--- src/design/lcnc_pkg.sv ---
`timescale 1ns / 1ps
// ----------------------------------------------------------------------------
// lcnc_pkg: shared types and constants of the card number check unit
// Widths of the binary/bcd datapath, sequencer states, control bundles
// and the small digit helpers used by the converter and the digit scan.
// ----------------------------------------------------------------------------
package lcnc_pkg;

	localparam int NUM_W         = 63;
	localparam int NUM_DIGITS    = 19;
	localparam int BCD_W         = NUM_DIGITS * 4;
	localparam int BITS_PER_STEP = 3;
	localparam int CONV_STEPS    = NUM_W / BITS_PER_STEP;
	localparam int PAIR_W        = 8;
	localparam int NUM_PAIRS     = (NUM_DIGITS + 1) / 2;
	localparam int STEP_W        = 5;
	localparam int PAIR_IDX_W    = 4;
	localparam int CNT_W         = 5;
	localparam int KIND_W        = 2;

	localparam logic [KIND_W-1:0] KIND_INVALID = 2'd0;
	localparam logic [KIND_W-1:0] KIND_AX      = 2'd1;
	localparam logic [KIND_W-1:0] KIND_MC      = 2'd2;
	localparam logic [KIND_W-1:0] KIND_V       = 2'd3;

	typedef enum logic [3:0] {
		ST_IDLE = 4'b0001,
		ST_CONV = 4'b0010,
		ST_SCAN = 4'b0100,
		ST_DONE = 4'b1000
	} state_t;

	typedef struct packed {
		logic load;
		logic step;
		logic shift_out;
	} bcd_ctl_t;

	typedef struct packed {
		logic clear;
		logic step;
	} scan_ctl_t;

	// shift-add-3 correction of one bcd digit
	function automatic logic [3:0] dabble_adj(input logic [3:0] d);
		return (d >= 4'd5) ? d + 4'd3 : d;
	endfunction

	// doubled digit with its two digits summed
	function automatic logic [3:0] luhn_dbl(input logic [3:0] d);
		logic [3:0] r;
		case (d)
			4'd0:    r = 4'd0;
			4'd1:    r = 4'd2;
			4'd2:    r = 4'd4;
			4'd3:    r = 4'd6;
			4'd4:    r = 4'd8;
			4'd5:    r = 4'd1;
			4'd6:    r = 4'd3;
			4'd7:    r = 4'd5;
			4'd8:    r = 4'd7;
			4'd9:    r = 4'd9;
			default: r = 4'd0;
		endcase
		return r;
	endfunction

endpackage

--- src/design/lcnc_bcd.sv ---
`timescale 1ns / 1ps
// ----------------------------------------------------------------------------
// lcnc_bcd: iterative binary to bcd converter
// Shift-add-3 over all digits, three input bits per pass. After conversion
// the bcd word is shifted down one digit pair at a time for the scan.
// ----------------------------------------------------------------------------
module lcnc_bcd import lcnc_pkg::*; (
	input  logic                 clk,
	input  logic                 arst_n,
	input  bcd_ctl_t             ctl,
	input  logic [NUM_W-1:0]     num,
	output logic [3:0]           digit_lo,
	output logic [3:0]           digit_hi
);

	logic [NUM_W-1:0] bin_q;
	logic [BCD_W-1:0] bcd_q;
	logic [BCD_W-1:0] rnd [0:BITS_PER_STEP];
	logic [BCD_W-1:0] adj;

	always_comb begin
		rnd[0] = bcd_q;
		adj    = '0;
		for (int r = 0; r < BITS_PER_STEP; r++) begin
			for (int i = 0; i < NUM_DIGITS; i++) begin
				adj[i*4 +: 4] = dabble_adj(rnd[r][i*4 +: 4]);
			end
			rnd[r+1] = {adj[BCD_W-2:0], bin_q[NUM_W-1-r]};
		end
	end

	always_ff @(posedge clk or negedge arst_n) begin
		if (!arst_n) begin
			bin_q <= '0;
			bcd_q <= '0;
		end else if (ctl.load) begin
			bin_q <= num;
			bcd_q <= '0;
		end else if (ctl.step) begin
			bin_q <= bin_q << BITS_PER_STEP;
			bcd_q <= rnd[BITS_PER_STEP];
		end else if (ctl.shift_out) begin
			bcd_q <= bcd_q >> PAIR_W;
		end
	end

	assign digit_lo = bcd_q[3:0];
	assign digit_hi = bcd_q[7:4];

endmodule

--- src/design/lcnc_scan.sv ---
`timescale 1ns / 1ps
// ----------------------------------------------------------------------------
// lcnc_scan: luhn digit accumulator
// Takes two digits per step, least significant pair first. Keeps the luhn
// total modulo ten, the digit count and the two leading digits.
// ----------------------------------------------------------------------------
module lcnc_scan import lcnc_pkg::*; (
	input  logic                  clk,
	input  logic                  arst_n,
	input  scan_ctl_t             ctl,
	input  logic [PAIR_IDX_W-1:0] pair_idx,
	input  logic [3:0]            digit_lo,
	input  logic [3:0]            digit_hi,
	output logic [CNT_W-1:0]      count,
	output logic [3:0]            lead,
	output logic [3:0]            second,
	output logic                  total_ok
);

	logic [3:0]       acc_q;
	logic [CNT_W-1:0] cnt_q;
	logic [3:0]       lead_q;
	logic [3:0]       second_q;
	logic [3:0]       prev_q;
	logic [4:0]       pair_sum;
	logic [4:0]       acc_sum;
	logic [3:0]       acc_next;

	// even position plain, odd position doubled
	assign pair_sum = {1'b0, digit_lo} + {1'b0, luhn_dbl(digit_hi)};
	assign acc_sum  = {1'b0, acc_q} + pair_sum;

	always_comb begin
		if (acc_sum >= 5'd20)
			acc_next = 4'(acc_sum - 5'd20);
		else if (acc_sum >= 5'd10)
			acc_next = 4'(acc_sum - 5'd10);
		else
			acc_next = acc_sum[3:0];
	end

	always_ff @(posedge clk or negedge arst_n) begin
		if (!arst_n) begin
			acc_q    <= '0;
			cnt_q    <= '0;
			lead_q   <= '0;
			second_q <= '0;
			prev_q   <= '0;
		end else if (ctl.clear) begin
			acc_q    <= '0;
			cnt_q    <= '0;
			lead_q   <= '0;
			second_q <= '0;
			prev_q   <= '0;
		end else if (ctl.step) begin
			acc_q  <= acc_next;
			prev_q <= digit_hi;
			if (digit_hi != 4'd0) begin
				cnt_q    <= {pair_idx, 1'b0} + CNT_W'(2);
				lead_q   <= digit_hi;
				second_q <= digit_lo;
			end else if (digit_lo != 4'd0) begin
				// digit below the leading one sits in the previous pair
				cnt_q    <= {pair_idx, 1'b1};
				lead_q   <= digit_lo;
				second_q <= prev_q;
			end
		end
	end

	assign count    = cnt_q;
	assign lead     = lead_q;
	assign second   = second_q;
	assign total_ok = (acc_q == 4'd0);

endmodule

--- src/design/luhn_card_number_check_unit.sv ---
`timescale 1ns / 1ps
// ----------------------------------------------------------------------------
// luhn_card_number_check_unit: luhn mod-10 card number check
// An item is taken when start is high and busy is low; busy then stays high
// through 21 passes of the shift-add-3 converter at three bits per pass,
// 10 steps of the digit scan at two digits per step and a classification
// state. The result appears on card_kind, checksum_ok and digit_count with
// done high for exactly one cycle, the first cycle with busy low, and must
// be taken then; done is not held. A new item may be started in that same
// cycle; the unit takes no new item while it is busy with the last one.
// ----------------------------------------------------------------------------
module luhn_card_number_check_unit import lcnc_pkg::*; (
	input  logic               clk,
	input  logic               arst_n,
	input  logic               start,
	output logic               busy,
	input  logic [NUM_W-1:0]   card_number,
	output logic               done,
	output logic [KIND_W-1:0]  card_kind,
	output logic               checksum_ok,
	output logic [CNT_W-1:0]   digit_count
);

	state_t              state_q;
	logic [STEP_W-1:0]   step_q;
	logic                done_q;
	logic [KIND_W-1:0]   kind_q;
	logic                ok_q;
	logic [CNT_W-1:0]    count_q;
	bcd_ctl_t            bcd_ctl;
	scan_ctl_t           scan_ctl;
	logic [3:0]          digit_lo;
	logic [3:0]          digit_hi;
	logic [CNT_W-1:0]    scan_count;
	logic [3:0]          scan_lead;
	logic [3:0]          scan_second;
	logic                scan_ok;
	logic [6:0]          lead_two;
	logic [KIND_W-1:0]   kind;
	logic                accept;

	assign accept = start && (state_q == ST_IDLE);
	assign busy   = (state_q != ST_IDLE);

	always_comb begin
		bcd_ctl.load       = accept;
		bcd_ctl.step       = (state_q == ST_CONV);
		bcd_ctl.shift_out  = (state_q == ST_SCAN);
		scan_ctl.clear     = accept;
		scan_ctl.step      = (state_q == ST_SCAN);
	end

	lcnc_bcd u_bcd (
		.clk      (clk),
		.arst_n   (arst_n),
		.ctl      (bcd_ctl),
		.num      (card_number),
		.digit_lo (digit_lo),
		.digit_hi (digit_hi)
	);

	lcnc_scan u_scan (
		.clk      (clk),
		.arst_n   (arst_n),
		.ctl      (scan_ctl),
		.pair_idx (step_q[PAIR_IDX_W-1:0]),
		.digit_lo (digit_lo),
		.digit_hi (digit_hi),
		.count    (scan_count),
		.lead     (scan_lead),
		.second   (scan_second),
		.total_ok (scan_ok)
	);

	// lead * 10 + second
	assign lead_two = {scan_lead, 3'b000} + {2'b00, scan_lead, 1'b0} + {3'b000, scan_second};

	always_comb begin
		kind = KIND_INVALID;
		if (scan_count == CNT_W'(15) && (lead_two inside {7'd34, 7'd37}))
			kind = KIND_AX;
		else if (scan_count == CNT_W'(16) && (lead_two inside {[7'd51:7'd55]}))
			kind = KIND_MC;
		else if ((scan_count inside {CNT_W'(13), CNT_W'(16)}) && scan_lead == 4'd4)
			kind = KIND_V;
	end

	always_ff @(posedge clk or negedge arst_n) begin
		if (!arst_n) begin
			state_q <= ST_IDLE;
			step_q  <= '0;
			done_q  <= 1'b0;
		end else begin
			done_q <= 1'b0;
			case (state_q)
				ST_IDLE: begin
					if (start) begin
						state_q <= ST_CONV;
						step_q  <= '0;
					end
				end
				ST_CONV: begin
					if (step_q == STEP_W'(CONV_STEPS - 1)) begin
						state_q <= ST_SCAN;
						step_q  <= '0;
					end else begin
						step_q <= step_q + STEP_W'(1);
					end
				end
				ST_SCAN: begin
					if (step_q == STEP_W'(NUM_PAIRS - 1)) begin
						state_q <= ST_DONE;
						step_q  <= '0;
					end else begin
						step_q <= step_q + STEP_W'(1);
					end
				end
				ST_DONE: begin
					state_q <= ST_IDLE;
					done_q  <= 1'b1;
				end
				default: begin
					state_q <= ST_IDLE;
					step_q  <= '0;
				end
			endcase
		end
	end

	always_ff @(posedge clk) begin
		if (state_q == ST_DONE) begin
			kind_q  <= kind;
			ok_q    <= scan_ok;
			count_q <= scan_count;
		end
	end

	assign done        = done_q;
	assign card_kind   = kind_q;
	assign checksum_ok = ok_q;
	assign digit_count = count_q;

	a_done_after_classify: assert property (@(posedge clk) disable iff (!arst_n)
		done |-> $past(state_q == ST_DONE))
		else $error("result strobe without classification cycle");

	a_accept_goes_busy: assert property (@(posedge clk) disable iff (!arst_n)
		(start && !busy) |=> (busy && !done))
		else $error("accepted item did not start conversion");

	a_count_range: assert property (@(posedge clk) disable iff (!arst_n)
		done |-> (digit_count <= CNT_W'(NUM_DIGITS)))
		else $error("digit count out of range");

	a_zero_result: assert property (@(posedge clk) disable iff (!arst_n)
		(done && digit_count == '0) |-> (checksum_ok && card_kind == KIND_INVALID))
		else $error("zero input gave a bad result");

endmodule
--- config.mk ---
export PLATFORM = sky130hd
export DESIGN_NAME = luhn_card_number_check_unit
export DESIGN_NICKNAME = d
export VERILOG_FILES = /design/src/design/lcnc_pkg.sv /design/src/design/lcnc_bcd.sv /design/src/design/lcnc_scan.sv /design/src/design/luhn_card_number_check_unit.sv
export SDC_FILE = /design/constraint.sdc
export NUM_CORES = 1
export LEC_CHECK = 0
export BUFFER_PORTS_ARGS = -buffer_cell sky130_fd_sc_hd__buf_2
export CORE_ASPECT_RATIO = 0.7
export CORE_MARGIN = 5
export CORE_UTILIZATION = 63
export DETAILED_ROUTE_END_ITERATION = 6
export PLACE_DENSITY_LB_ADDON = 0.15
export SLEW_MARGIN = 20
export SYNTH_ARGS = -nofsm -noshare
export SYNTH_HDL_FRONTEND = slang
export SYNTH_HIERARCHICAL = 1
export SYNTH_SLANG_ARGS = --single-unit
export TNS_END_PERCENT = 30
--- constraint.sdc ---
create_clock -name clk -period 4.9 [get_ports clk]
set_input_delay 0.98 -clock clk [delete_from_list [all_inputs] [get_ports clk]]
set_output_delay 0.98 -clock clk [all_outputs]
set_load 0.01 [all_outputs]
==> results.tsv <==
metric	value	unit
outcome	finished, final reports clean	
sequential area share after synthesis	31.0	%
Die ar.	26200	µm²
Final Slew Violations	0	
post-synthesis cell type count	82	
Synth Register Bits	178	
CP Launch Type	flop	
slew margin rel.	28.3	%
Total Power	12.2	mW
Post-Syn Nets	1802	
pin count of the biggest net entering global routing	106	
highest fanout seen on the critical path	13	
Worst setup EP type	flop	
GRT overflow	0	
post-detail-place hpwl	24400	µm
cell row count	46	
critical path required time	5.25	ns
drt drc	0	
number of hold buffers added after cts	0	
Async SR Flop Fraction	95.5	%
FMAX	0.260	GHz
Setup Buffers After CTS	0	
minimum clock period	3.84	ns
R2R setup slack	1.06	ns
first-pass GRT wire length	56500	µm
Worst-path clk slew	0.07	ns
Bufs on Longest Clock Path	2	
clk_lat worst skew	0.45	ns
cell count after synthesis	1638	
Area Growth Syn to Fin	7.99	%
vias in the first global route	11395	
Leakage	6.55	nW
dpl cells	1972	
Worst EP arrival	4.19	ns
worst vdd ir	0.000433	V
RSZ-0062 raised after global routing	false	
filler-free cell count of the finished design	2004	
hold path cells	1	
Least-Margin Pin Slew	1.08	ns
hold slack final	0.509	ns
placed cell areas	15100	µm²
CTS buffer count	17	
power per cell area	782	nW/µm²
most frequent cell after synthesis	mux2i_1	
Synth area leader	dfrtp_1	
ratio of cells with drive above 1 in the final layout	12.8	%
DRT iter0 DRCs	1049	
Starting Density	64.0	%
fillers	1847	
Die W	191	µm
RD Place Congestion	0.882	
Post-CTS Resized	0	
Routed wire per std cell	17.0	µm
buffers added on ports	75	
Vias/cell	6.15	
Vert. Die Dim	137	µm
worst r2r path cells	14	
max_cap viols	0	
Sink Count	178	
Final setup viols	0	
share of the synthesized area in the top cell type	29.2	%
Synth warnings	6	
detailed-route via count	12325	
Hold WC Path Type	reg2reg	
final non-filler cell area	15700	µm²
critical path type	reg2reg	
Post-synth top cells	mux2i_1 (171), dfrtp_1 (169), o21ai_0 (150)	
Ant. Diodes	0	
CTS tree	done	
I/O Pins	76	
Root Driver	clkbuf_16	
Syn Std Cell Area	14500	µm²
TritonRoute pass-1 iters	5	
Final TNS setup	0	ns
Final nets	1843	
final hold vios	0	
largest cells by area after synthesis	dfrtp_1 (29%), mux2i_1 (12%), ha_1 (7.8%)	
Fin Clk Skew	0.0126	ns
H-tree depth	4	
Post-synth EDFFs	8	
antenna violations before repair	0	
GRT Util Overall	26.2	%
fin crit share	78.3	%
Antenna Violating Nets Remaining	0	
core box area	22700	µm²
DRT Wirelength	34200	µm
Avg Inst Size Synth	8.86	µm²
Most used DFF post-synth	dfrtp_1	
-- through the flow --
stage                     setup WS (ns)  util, %
after global placement             1.23     66.6
final                              1.06     69.1
after floorplan                    1.23        -
after CTS                          1.10     69.0
after global routing              0.779     69.1
after detailed placement           1.10     66.6
-- cell families after synthesis --
family          after synthesis  share of synthesized area (%)
mux                         199                           14.1
xor+xnor                     62                           4.26
simple gates                374                           13.1
flops                       178                           31.0
compound gates              542                           23.7
buf+inv                     185                           5.12
fa+ha+maj                    98                           8.82
-- cells in the final DEF (no fill, tap or decap), types with 6 or more instances in the layout --
cell type	count
and2_1	6
o2111ai_1	8
mux2_2	23
o22ai_1	49
o31a_1	10
o21ba_2	7
nand2_1	120
nand2b_1	42
nor2_1	96
o21ai_0	150
and3_1	21
fa_1	7
nor3_1	8
o211ai_1	13
a21oi_1	124
edfxtp_1	8
a21oi_2	17
buf_4	10
clkbuf_16	17
a2bb2oi_1	9
o21ai_1	38
xnor2_1	49
a211oi_1	6
buf_2	74
nor2b_1	18
a31oi_1	22
a21o_1	13
dfrtp_1	169
o21ai_2	10
ha_1	91
nor3b_1	28
mux2i_1	171
o31ai_1	6
nand3_1	10
inv_1	118
-- layer usage --
metal	vias to the layer above	GRT usage, %	share of wire [%]	wire length, µm
li1	6022	-	-	-
met1	5948	41.5	51	17500
met2	326	37.6	43	14600
met3	29	3.49	5.2	1780
met4	0	6.30	0.79	270
met5	-	0	0	0
-- power breakdown --
group          switching, mW  internal (mW)  total, mW
Sequential             0.666           2.04       2.71
Combinational           4.88           3.35       8.22
Clock                  0.650          0.665       1.32
Total                   6.19           6.05       12.2
-- cell type report --
type / count / area [µm²] / share of cell area, %
flip-flops and latches: 178 / 4500 / 28.7
clock buffers: 18 / 429 / 2.74
clock inverters: 14 / 128 / 0.815
well taps: 312 / 390 / 2.49
inverters: 121 / 455 / 2.91
multi-input cells: 1275 / 9290 / 59.3
repair buffers: 86 / 477 / 3.04
-- flip-flops by register name, indices dropped and copies added, names as in the netlist, 2 cells and up --
| name | cells |
|---|---|
| card_kind | 2 |
| digit_count | 5 |
| state_q | 4 |
| step_q | 5 |
| u_bcd/bcd_q | 76 |
| u_bcd/bin_q | 63 |
| u_scan/acc_q | 4 |
| u_scan/count | 5 |
| u_scan/lead | 4 |
| u_scan/prev_q | 4 |
| u_scan/second | 4 |
-- worst max-delay path, cell delays in order (launching register included) --
cell and delay [ns]:
dfrtp_1 0.63, nand2_1 0.17, mux2i_1 0.17, o21ai_0 0.12, fa_1 0.50, inv_1 0.04
ha_1 0.21, fa_1 0.41, xor2_2 0.34, inv_1 0.08, ha_1 0.22, a211oi_4 0.28
mux2i_1 0.11, or2_1 0.23, a311oi_2 0.23
-- path summary, 6_finish.rpt --
path / startpoint / to
setup / recovery: u_bcd/bcd_q[6] / u_scan/acc_q[3]
max in group asynchronous: arst_n / state_q[0]
hold reg to reg: step_q[4] / step_q[4]
min in group asynchronous: arst_n / u_bcd/bcd_q[22]
setup reg to reg: u_bcd/bcd_q[6] / u_scan/acc_q[3]
hold / removal: step_q[4] / step_q[4]
(Power assumes the default switching activity.)
